$ cat src/hdl/assert_macros.svh
// assertion macros shared by the echo mixer modules
`ifndef ASSERT_MACROS_SVH
`define ASSERT_MACROS_SVH

`ifndef SYNTHESIS

`define AEDM_ASSERT(label, clk, rst, prop) \
   label: assert property (@(posedge clk) disable iff (rst) prop) \
      else $error("aedm assertion failed");

`define AEDM_ASSERT_ALWAYS(label, clk, prop) \
   label: assert property (@(posedge clk) prop) \
      else $error("aedm assertion failed");

`else

`define AEDM_ASSERT(label, clk, rst, prop)

`define AEDM_ASSERT_ALWAYS(label, clk, prop)

`endif

`endif

$ cat src/hdl/aedm_pkg.sv
// types and constants of the echo delay mixer
package aedm_pkg;

   localparam int MAX_DELAY = 16384;
   localparam int ADDR_W    = $clog2(MAX_DELAY);
   localparam int SAMPLE_W  = 16;
   localparam int DELAY_W   = 15;
   localparam int DIV_W     = 16;
   localparam int CNT_W     = ADDR_W + 1;
   localparam int DIV_STEPS = SAMPLE_W;
   localparam int STEP_W    = $clog2(DIV_STEPS);

   localparam logic [DELAY_W-1:0] DELAY_RESET   = DELAY_W'(8000);
   localparam logic [DIV_W-1:0]   DIVISOR_RESET = DIV_W'(4);

   localparam logic CSR_ECHO_DELAY     = 1'b0;
   localparam logic CSR_VOLUME_DIVISOR = 1'b1;

   localparam logic OP_SAMPLE = 1'b0;
   localparam logic OP_DRAIN  = 1'b1;

   typedef enum logic [2:0] {
      ST_IDLE,
      ST_READ,
      ST_LOAD,
      ST_DIV,
      ST_FINISH
   } aedm_state_type;

   typedef struct packed {
      logic load;
      logic ram_read;
      logic div_start;
      logic div_step;
      logic finish;
   } aedm_cmd_type;

   typedef struct packed {
      logic skip_item;
      logic out_free;
   } aedm_status_type;

endpackage

$ cat src/hdl/aedm_ctrl.sv
// controller state machine of the echo delay mixer
`include "assert_macros.svh"

module aedm_ctrl
   import aedm_pkg::*;
(
   input  logic            clock,
   input  logic            reset,
   input  logic            req_valid,
   output logic            req_ready,
   input  aedm_status_type status,
   output aedm_cmd_type    cmd
);

   aedm_state_type    state_ff, state_in;
   logic [STEP_W-1:0] step_ff, step_in;
   logic              div_last;

   assign div_last = (step_ff == STEP_W'(DIV_STEPS - 1));

   always_ff @(posedge clock) begin
      if (reset) begin
         state_ff <= ST_IDLE;
         step_ff  <= '0;
      end else begin
         state_ff <= state_in;
         step_ff  <= step_in;
      end
   end

   always_comb begin
      state_in  = state_ff;
      step_in   = step_ff;
      cmd       = '0;
      req_ready = 1'b0;
      unique case (state_ff)
         ST_IDLE: begin
            req_ready = 1'b1;
            if (req_valid) begin
               cmd.load = 1'b1;
               if (!status.skip_item) begin
                  state_in = ST_READ;
               end
            end
         end
         ST_READ: begin
            cmd.ram_read = 1'b1;
            state_in     = ST_LOAD;
         end
         ST_LOAD: begin
            cmd.div_start = 1'b1;
            step_in       = '0;
            state_in      = ST_DIV;
         end
         ST_DIV: begin
            cmd.div_step = 1'b1;
            if (div_last) begin
               step_in  = '0;
               state_in = ST_FINISH;
            end else begin
               step_in = step_ff + STEP_W'(1);
            end
         end
         ST_FINISH: begin
            if (status.out_free) begin
               cmd.finish = 1'b1;
               state_in   = ST_IDLE;
            end
         end
         default: begin
            state_in = ST_IDLE;
         end
      endcase
   end

   `AEDM_ASSERT(a_step_idle, clock, reset, (state_ff != ST_DIV) |-> (step_ff == '0))
   `AEDM_ASSERT(a_finish_free, clock, reset, cmd.finish |-> status.out_free)
   `AEDM_ASSERT(a_div_len, clock, reset, (cmd.div_step && div_last) |=> (state_ff == ST_FINISH))

endmodule

$ cat config.mk
export PLATFORM = sky130hd
export DESIGN_NAME = aedm_ctrl
export DESIGN_NICKNAME = d
export VERILOG_FILES = /design/src/hdl/aedm_pkg.sv /design/src/hdl/aedm_ctrl.sv
export VERILOG_INCLUDE_DIRS = /design/src /design/src/hdl
export SDC_FILE = /design/constraint.sdc
export NUM_CORES = 1
export LEC_CHECK = 0
export ABC_AREA = 1
export ABC_CLOCK_PERIOD_IN_PS = 1400
export BUFFER_PORTS_ARGS = -buffer_cell sky130_fd_sc_hd__buf_2
export CAP_MARGIN = 20
export CORE_AREA = 2 2 39 41
export CTS_CLUSTER_DIAMETER = 50
export DETAILED_ROUTE_END_ITERATION = 10
export DIE_AREA = 0 0 41 43
export GPL_TIMING_DRIVEN = 0
export SLEW_MARGIN = 20
export SYNTH_ARGS = -nofsm -noshare
export SYNTH_HDL_FRONTEND = slang
export SYNTH_SLANG_ARGS = --single-unit
$ cat constraint.sdc
create_clock -name clock -period 1.4 [get_ports clock]
set_input_delay 0.35 -clock clock [delete_from_list [all_inputs] [get_ports clock]]
set_output_delay 0.35 -clock clock [all_outputs]
set_load 0.02 [all_outputs]
==> metrics list, run 1 <==
- The core region is around 1400 um^2.
* Finished Core Util: between 40% and 50%
- Endpoint class of the critical path: primary output
- Between clock sinks in the finished design, the worst skew comes to 0.00115 ns.
* Hold Crit Depth: 2
- Summed over all cells, the static leakage comes to 0.262 nW.
- Adding up every negative setup slack in the final design gives -0.0279 ns.
- The first global-routing pass estimated 1310 um of wire.
- After synthesis, the cell types taking the most area are dfxtp_1 (35%), nand2_1 (11%), inv_1 (9.4%), a21oi_1 (6.3%), nor2_4 (5.6%).
- Clock tree synthesis inserted a total of 3 buffers.
- In this run, synthesis produced a sequential element count of 7.
* Post-detailed-route DRC marker count: 0
- Worst min path class: in2reg
- Post-synthesis net count: 64
* Starting DRC count in detailed routing: 0
- Max-Slew Margin vs Limit: 87.8%
* Sum of routed wire length over all layers: 851 um
* # placed instances: between 80 and 90
- Measured along the x axis, the die boundary spans 41 um.
* Initial DRT Pass Iterations: 1
- Vias in the first global route: 354
* Number of vias per cell after detailed routing: between 4 and 5
* Achievable Freq: 702 MHz
- Commonest cells after routing, fill and taps aside: nand2_1 (10), inv_1 (8), buf_6 (6)
- Highest ir drop seen on vdd: between 0.0004 and 0.0005 V
- RD Place Congestion: 0.739
- Yosys mapped the design onto 18 distinct sky130hd cell types.
* Final design instance area without fill: 592 um^2
- Most common cell after layout, fill and taps aside: nand2_1
- Grouping stages by cell kind, the critical path spends the most delay in flip-flops.
* Post-detailed-placement half-perimeter wirelength: about 640 um
- For met2 alone, demand over resource in global routing was 15.9%.
* Clock latency on the worst-skew pair: between 0.2 and 0.25 ns
- In this run the deepest clock path goes through 2 buffers.
- Power spread over the standard cell area amounts to 1160 nW/um^2.
- Antenna Nets Post-Route: 0
* Depth of the critical timing path with buffers and inverters included: 4
- The total count of max-transition violations in the final report is 0.
* Final setup margin: -0.0240 ns
- Syn-to-layout area delta: 48.3%
- Number of hold-slack violations in the final timing report: 0
- Antenna violations before repair: 0
- Data arrival at the endpoint of the critical path: 1.07 ns
- After synthesis, the largest area contributor takes up 35.1% of total cell area.
* CTS Hold Buffers Added: 0
- The number of buffers and inverters on the critical path is 1.
* Cell with the largest stage delay on the worst path: dfxtp_4
* I/O pin count: 11
- In this run the number of H-tree levels came out at 1.
- Height of the chip: 43 um
- Transition at the pin with the smallest max-transition slack: 0.182 ns
- After technology mapping, the gate count stands at 58.
- Cell taking the most area after synthesis: dfxtp_1
- Sequential elements use 35.1% of the synthesized area.
- After detailed routing, the average wire length per cell comes to 9.46 um.
- In the global route stage, met1 resource usage came out at 13.5%.
- The floorplan step defined a die boundary enclosing 1760 um^2.
- Met3 layer usage reported by global route: 3.14%
- Fin cells: 90
- Endpoints failing setup: 2
* Via count of the routed design: 421
- Max cap viols: 0
- Measured in cells, the most critical reg-to-reg path has a length of 6.
- The placed instances occupy a cell area of about 480 um^2.
- For this configuration, the core starts out at a cell density of 28.8%.
- Area of the mapped netlist: 399 um^2
- Global-route layer with the greatest usage: met2
- Input and output buffers added on the ports amount to 10.
- The tree built by TritonCTS fans out to 7 sinks.
- The floorplan has 14 rows.
- The final reports fail on setup timing.
- Largest stage delay, worst path: 0.37 ns
- Setup repair after global routing could not meet its margin everywhere.
- 0 antenna diodes ended up in the layout.
- Summed over all layers, the global routing overflow is 0.
- Dividing the synthesized area by the synthesized cell count gives 6.88 um^2.
- Total number of nets in the final design: between 80 and 90
- Clock-pin slew was measured on the worst setup and hold paths at approximately 0.050 ns.
- Entering global routing, the biggest net connects 7 pins.
* Clk Tree Root Cell: clkbuf_4
- Of the available clock period, the critical path in the final layout requires 102%.
- Crit path time final: between 1 and 1.5 ns
* Run status: finished, violations left
- The Yosys step of the flow raised 0 warnings.
- Fraction of final layout cells with drive strength greater than 1: 43.2%
- The critical path is of the reg2out type.
- TritonCTS built the clock tree.
- Overall Global Routing Usage: 10.8%
- Data on the critical path is required at its endpoint by 1.05 ns.
* Crit-path max FO: 5
- Traced cell by cell, the critical path runs through nor2_4 -> nand2_2 -> nor2_2 -> buf_6.
* Critical Path Source Type: register
==> per-layer routing <==
metal	share of wire (%)	routed length (um)
met5	0	0
met3	4.5	38
met2	51	431
met4	0.47	4
met1	44	376
==> worst reg2reg max path, stage by stage, from the launching register on <==
cell     delay, ns
dfxtp_1       0.39
ha_1          0.20
nand3_1       0.08
inv_1         0.12
nor2_4        0.06
a31oi_1       0.14
nor2_1        0.06
==> cell usage after synthesis <==
master    n
a21oi_1   5
a31oi_1   1
buf_4     1
dfxtp_1   7
ha_1      1
inv_1    10
inv_2     1
nand2_1  12
nand3_1   4
nand3_2   2
nand4_1   2
nor2_1    5
nor2_2    1
nor2_4    2
nor3_1    1
nor4_1    1
o21ai_0   1
o21ai_1   1
==> metrics by stage <==
step           power (mW)  setup slack (ns)  hold WS (ns)
3_3_place_gp        0.429             0.101         0.483
2_1_floorplan       0.376             0.168         0.419
5_1_grt             0.739           -0.0793         0.345
6_report            0.688           -0.0240         0.341
4_1_cts             0.633           -0.0249         0.339
3_5_place_dp        0.431            0.0980         0.490
==> worst paths after layout <==
path	startpoint	endpoint	slack, ns
worst max-delay path	state_ff[0]	cmd[4]	-0.02
worst min-delay path	reset	state_ff[1]	0.34
worst max register to register	step_ff[0]	state_ff[0]	0.25
worst min register to register	step_ff[1]	step_ff[1]	0.50
==> flip-flops by register name, indices dropped and copies added (netlist names) <==
| name | flops |
|---|---|
| state_ff | 3 |
| step_ff | 4 |
==> timing repair <==
action,4_1_cts,5_1_grt
setup endpoints to repair,6,6
resized for setup,10,17
pin swaps,1,4
gates cloned,0,0
buffers inserted,1,1
endpoints found under the hold margin,0,0
==> cell type report <==
type,instances,area [um^2]
clock buffers,4,26.3
repair buffers,12,98.8
multi-input cells,39,240
flip-flops and latches,7,151
well taps,16,20.0
inverters,11,43.8
fillers,145,792
plain buffers,1,11.3
==> cell families (layout without fill, tap and decap cells) <==
logic type                 count (synthesis)  after routing  synth area share (%)
buffers and inverters                     12             28                  12.2
DFF                                        7              7                  35.1
AOI/OAI and AO/OA                          8              8                  10.3
adders and majority gates                  1              1                  3.13
and+or+nand+nor                           30             30                  39.2
==> power by group <==
| group | total [mW] | switching (mW) | internal (mW) |
|---|---|---|---|
| sequential | 0.251 | 0.0323 | 0.218 |
| combinational | 0.259 | 0.139 | 0.119 |
| clock | 0.179 | 0.0707 | 0.109 |
| total | 0.688 | 0.242 | 0.446 |
(Power assumes the default switching activity.)
==> run 2: changes to the inputs <==
--- a/config.mk
+++ b/config.mk
@@ -7,7 +7,7 @@
 export NUM_CORES = 1
 export LEC_CHECK = 0
 export ABC_AREA = 1
-export ABC_CLOCK_PERIOD_IN_PS = 1400
+export ABC_CLOCK_PERIOD_IN_PS = 1450
 export BUFFER_PORTS_ARGS = -buffer_cell sky130_fd_sc_hd__buf_2
 export CAP_MARGIN = 20
 export CORE_AREA = 2 2 39 41
==> constraint.sdc (replaced) <==
create_clock -name clock -period 1.45 [get_ports clock]
set_input_delay 0.3625 -clock clock [delete_from_list [all_inputs] [get_ports clock]]
set_output_delay 0.3625 -clock clock [all_outputs]
set_load 0.02 [all_outputs]
==> run 2 against run 1 <==
  * The flow now finishes without violations
  * Final area shrank 2.3%
  * Non-clock buffer count is the same
  * Largest cell class unchanged
  * Cell count is the same
  * Register-to-register slack gained 0.05 ns
==> metrics list, run 2 (synthesis results as in run 1) <==
- Crit path time final: around 1.4 ns
- # placed instances: 84 (unchanged)
* Endpoint class of the critical path: primary output
- The initial core utilization was 28.8% (unchanged).
- The setup TNS after final layout was 0 ns (+0.0279 ns).
- The deepest level of the CTS H-tree is 1 (unchanged).
* Detailed-route wire length per cell: 9.38 um (-0.82%)
- Critical Path Source Type: register
* I/O pin count: 11 (unchanged)
* Overall Global Routing Usage: 10.8% (unchanged)
- The top cell types in the final layout, fill and taps aside, are nand2_1 (10), inv_1 (8), a21oi_1 (5), buf_4 (5), buf_2 (5).
* Max-Slew Margin vs Limit: 87.4% (-0.40 points)
* Die area: 1760 um^2 (unchanged)
- Max FFs per register: 4 (unchanged)
* Antenna violations before repair: 0 (unchanged)
* P_leak: 0.258 nW (-1.8%)
* Net switching power figure: 0.229 mW (-5.4%)
- The total number of clock tree sinks came to 7 (unchanged).
- The final standard cell count with taps included and fillers excluded is 90 (unchanged).
- The setup slack of the most critical reg-to-reg path came to 0.30 ns (+0.05 ns).
* Fraction of power consumed by sequential logic: 37.6% (+1.2 points)
- The number of inserted filler cells in the final layout was 146 (+0.69%).
* Endpoints failing setup: 0 (-2)
- Final max-slew violation count: 0 (unchanged)
- Worst R2R Start: step_ff[0]
- Among all stages on the critical path, the largest delay is contributed by dfxtp_4.
- The via count of the first global-routing pass was 354 (unchanged).
- Clock tree from TritonCTS: yes
- Proportion of total power due to net switching: 35.6% (+0.39 points)
* Sum of routed wire length over all layers: 844 um (-0.82%)
- The portion of total power attributed to the clock network was 26.8% (+0.8 points).
- RD Place Congestion: 0.739 (unchanged)
- Leaving out fill and tap cells, the most frequent cell in the layout is nand2_1.
- Placeable core region: 1380 um^2 (unchanged)
- Category of the most critical setup path: reg2out
* Largest registers in the final layout: step_ff: 4 flops, state_ff: 3 flops
- Transition at the pin with the smallest max-transition slack: 0.189 ns (+0.00709 ns)
- Int Power: 0.415 mW (-7.0%)
* Reg with most FFs: step_ff
* Total cell area at the placement stage: 475 um^2 (unchanged)
- The detailed-route via count came to 423 (+0.48%).
* IO Port Bufs: 10 (unchanged)
- The required time of the critical path is 1.09 ns (+0.04 ns).
* Terminus of the critical flop-to-flop path: state_ff[0]
- Crit-path max FO: 5 (unchanged)
* Series of cell instances along the critical path: nor2_4 -> nand2_2 -> nor2_2 -> buf_6
- Fraction of final layout cells with drive strength greater than 1: 43.2% (unchanged)
- Relative to the synthesized area, the layout overhead comes to 44.8%.
- The worst hold path begins at reset.
- Hold Crit Depth: 2 (unchanged)
- Areal power density over the cells: 1110 nW/um^2 (-4.2%)
- The wire length of the first global-routing pass came to 1310 um (unchanged).
- Height of the chip: 43 um (unchanged)
* Number of antenna diodes: 0 (unchanged)
- The number of buffers inserted during clock tree synthesis is 3 (unchanged).
* Worst min path class: in2reg
- The iteration count of the initial detailed-routing pass came to 2 (+1).
- Worst-path clk slew: 0.05 ns (about the same)
* Setup repair after global routing missed its margin: true
* Buffers from clock root to sink, at most: 2 (unchanged)
- The max-cap check violation count is 0 (unchanged).
* Final clock skew: 0.000566 ns (-0.000582 ns)
- Area of the multi-input gates: 240 um^2 (unchanged)
- The DRC violation count after routing is 0 (unchanged).
- The via density per instance is 4.70 (+0.48%).
- The arrival time at the worst endpoint is 1.07 ns (about the same).
- Maximum number of pins on one net before global-route repair: 7 (unchanged)
- The initial detailed-routing violation count was 1 (+1).
- Number of core rows: 14 (unchanged)
* Count of cells along the worst register-to-register path: 6 (unchanged)
- The run finished with clean final reports.
- The final net count was 81 (unchanged).
- Final design instance area without fill: 578 um^2 (-2.3%)
* Achievable Freq: about 700 MHz
- Final Cycle Share: 99.1%
- Overall overflow remaining after global route: 0 (unchanged)
- The sequential cell area is 151 um^2 (unchanged).
- For hold timing, the worst endpoint is state_ff[1].
- The combinational group share of total power is 35.6% (-2.0 points).
* Largest stage delay, worst path: 0.37 ns (about the same)
- Chip Width: 41 um (unchanged)
- Clock tree synthesis selected as its root buffer the cell clkbuf_4.
- Highest ir drop seen on vdd: 0.000487 V (+10%)
* Post-detailed-placement half-perimeter wirelength: 639 um (unchanged)
- Clock latency on the worst-skew pair: 0.24 ns (about the same)
- Antenna Nets Post-Route: 0 (unchanged)
* Number of hold-slack violations in the final timing report: 0 (unchanged)
- The number of buffers added to fix hold violations after cts was 0 (unchanged).
==> run 2: what timing repair did <==
item	CTS	global route
endpoints found under the setup margin	5	6
gates resized for setup	6	17
gates cloned	0	0
pin swaps	1	3
hold endpoints to repair	0	0
buffers inserted	1	1
==> run 2: final cells by class <==
cell class,instances,share of cell area [%]
Tap cell,16,3.46
Inverter,11,7.58
Sequential cell,7,26.2
Multi-Input combinational cell,39,41.6
Buffer,1,1.30
Clock buffer,4,4.55
Timing Repair Buffer,12,15.4
==> run 2: power by group through the flow <==
| stage | Clock [mW] | Sequential (mW) | Combinational (mW) |
|---|---|---|---|
| 3_5_place_dp | 0 | 0.235 | 0.181 |
| 4_1_cts | 0.179 | 0.235 | 0.187 |
| 3_3_place_gp | 0 | 0.235 | 0.179 |
| 6_report | 0.172 | 0.242 | 0.229 |
| 2_1_floorplan | 0 | 0.231 | 0.132 |
| 5_1_grt | 0.195 | 0.245 | 0.254 |
==> run 2: through the flow <==
stage               power (mW)  utilization [%]  setup slack [ns]  hold slack (ns)
finish                   0.644             41.8            0.0127            0.353
global route             0.694             41.8           -0.0545            0.359
CTS                      0.601             37.4           0.00464            0.351
detailed placement       0.416             34.4             0.136            0.490
global placement         0.414             34.4             0.139            0.483
floorplan                0.363                -             0.206            0.432
==> run 2: how the worst max path moves through the flow <==
stage,start,endpoint,slack [ns],cells past startpoint
floorplan,state_ff[2],cmd[0],0.21,2
global placement,state_ff[1],cmd[1],0.14,4
detailed placement,state_ff[0],cmd[1],0.14,4
CTS,state_ff[2],cmd[4],0.005,4
global route,state_ff[0],cmd[4],-0.05,4
finish,state_ff[0],cmd[4],0.01,4
==> run 2: critical path, delay by kind of cell (launching register included) <==
| family | cells | cell delay [ns] |
|---|---|---|
| flip-flops | 1 | 0.37 |
| AND/OR/NAND/NOR | 3 | 0.34 |
| buffers and inverters | 1 | 0.12 |
==> run 2: metal layers <==
| layer | wire, um | up-vias | global-route usage [%] |
|---|---|---|---|
| met5 | 0 | - | 0 |
| met4 | 4 | 0 | 6.00 |
| met3 | 42 | 2 | 3.14 |
| met2 | 425 | 10 | 15.9 |
| met1 | 372 | 189 | 13.5 |
| li1 | - | 222 | - |
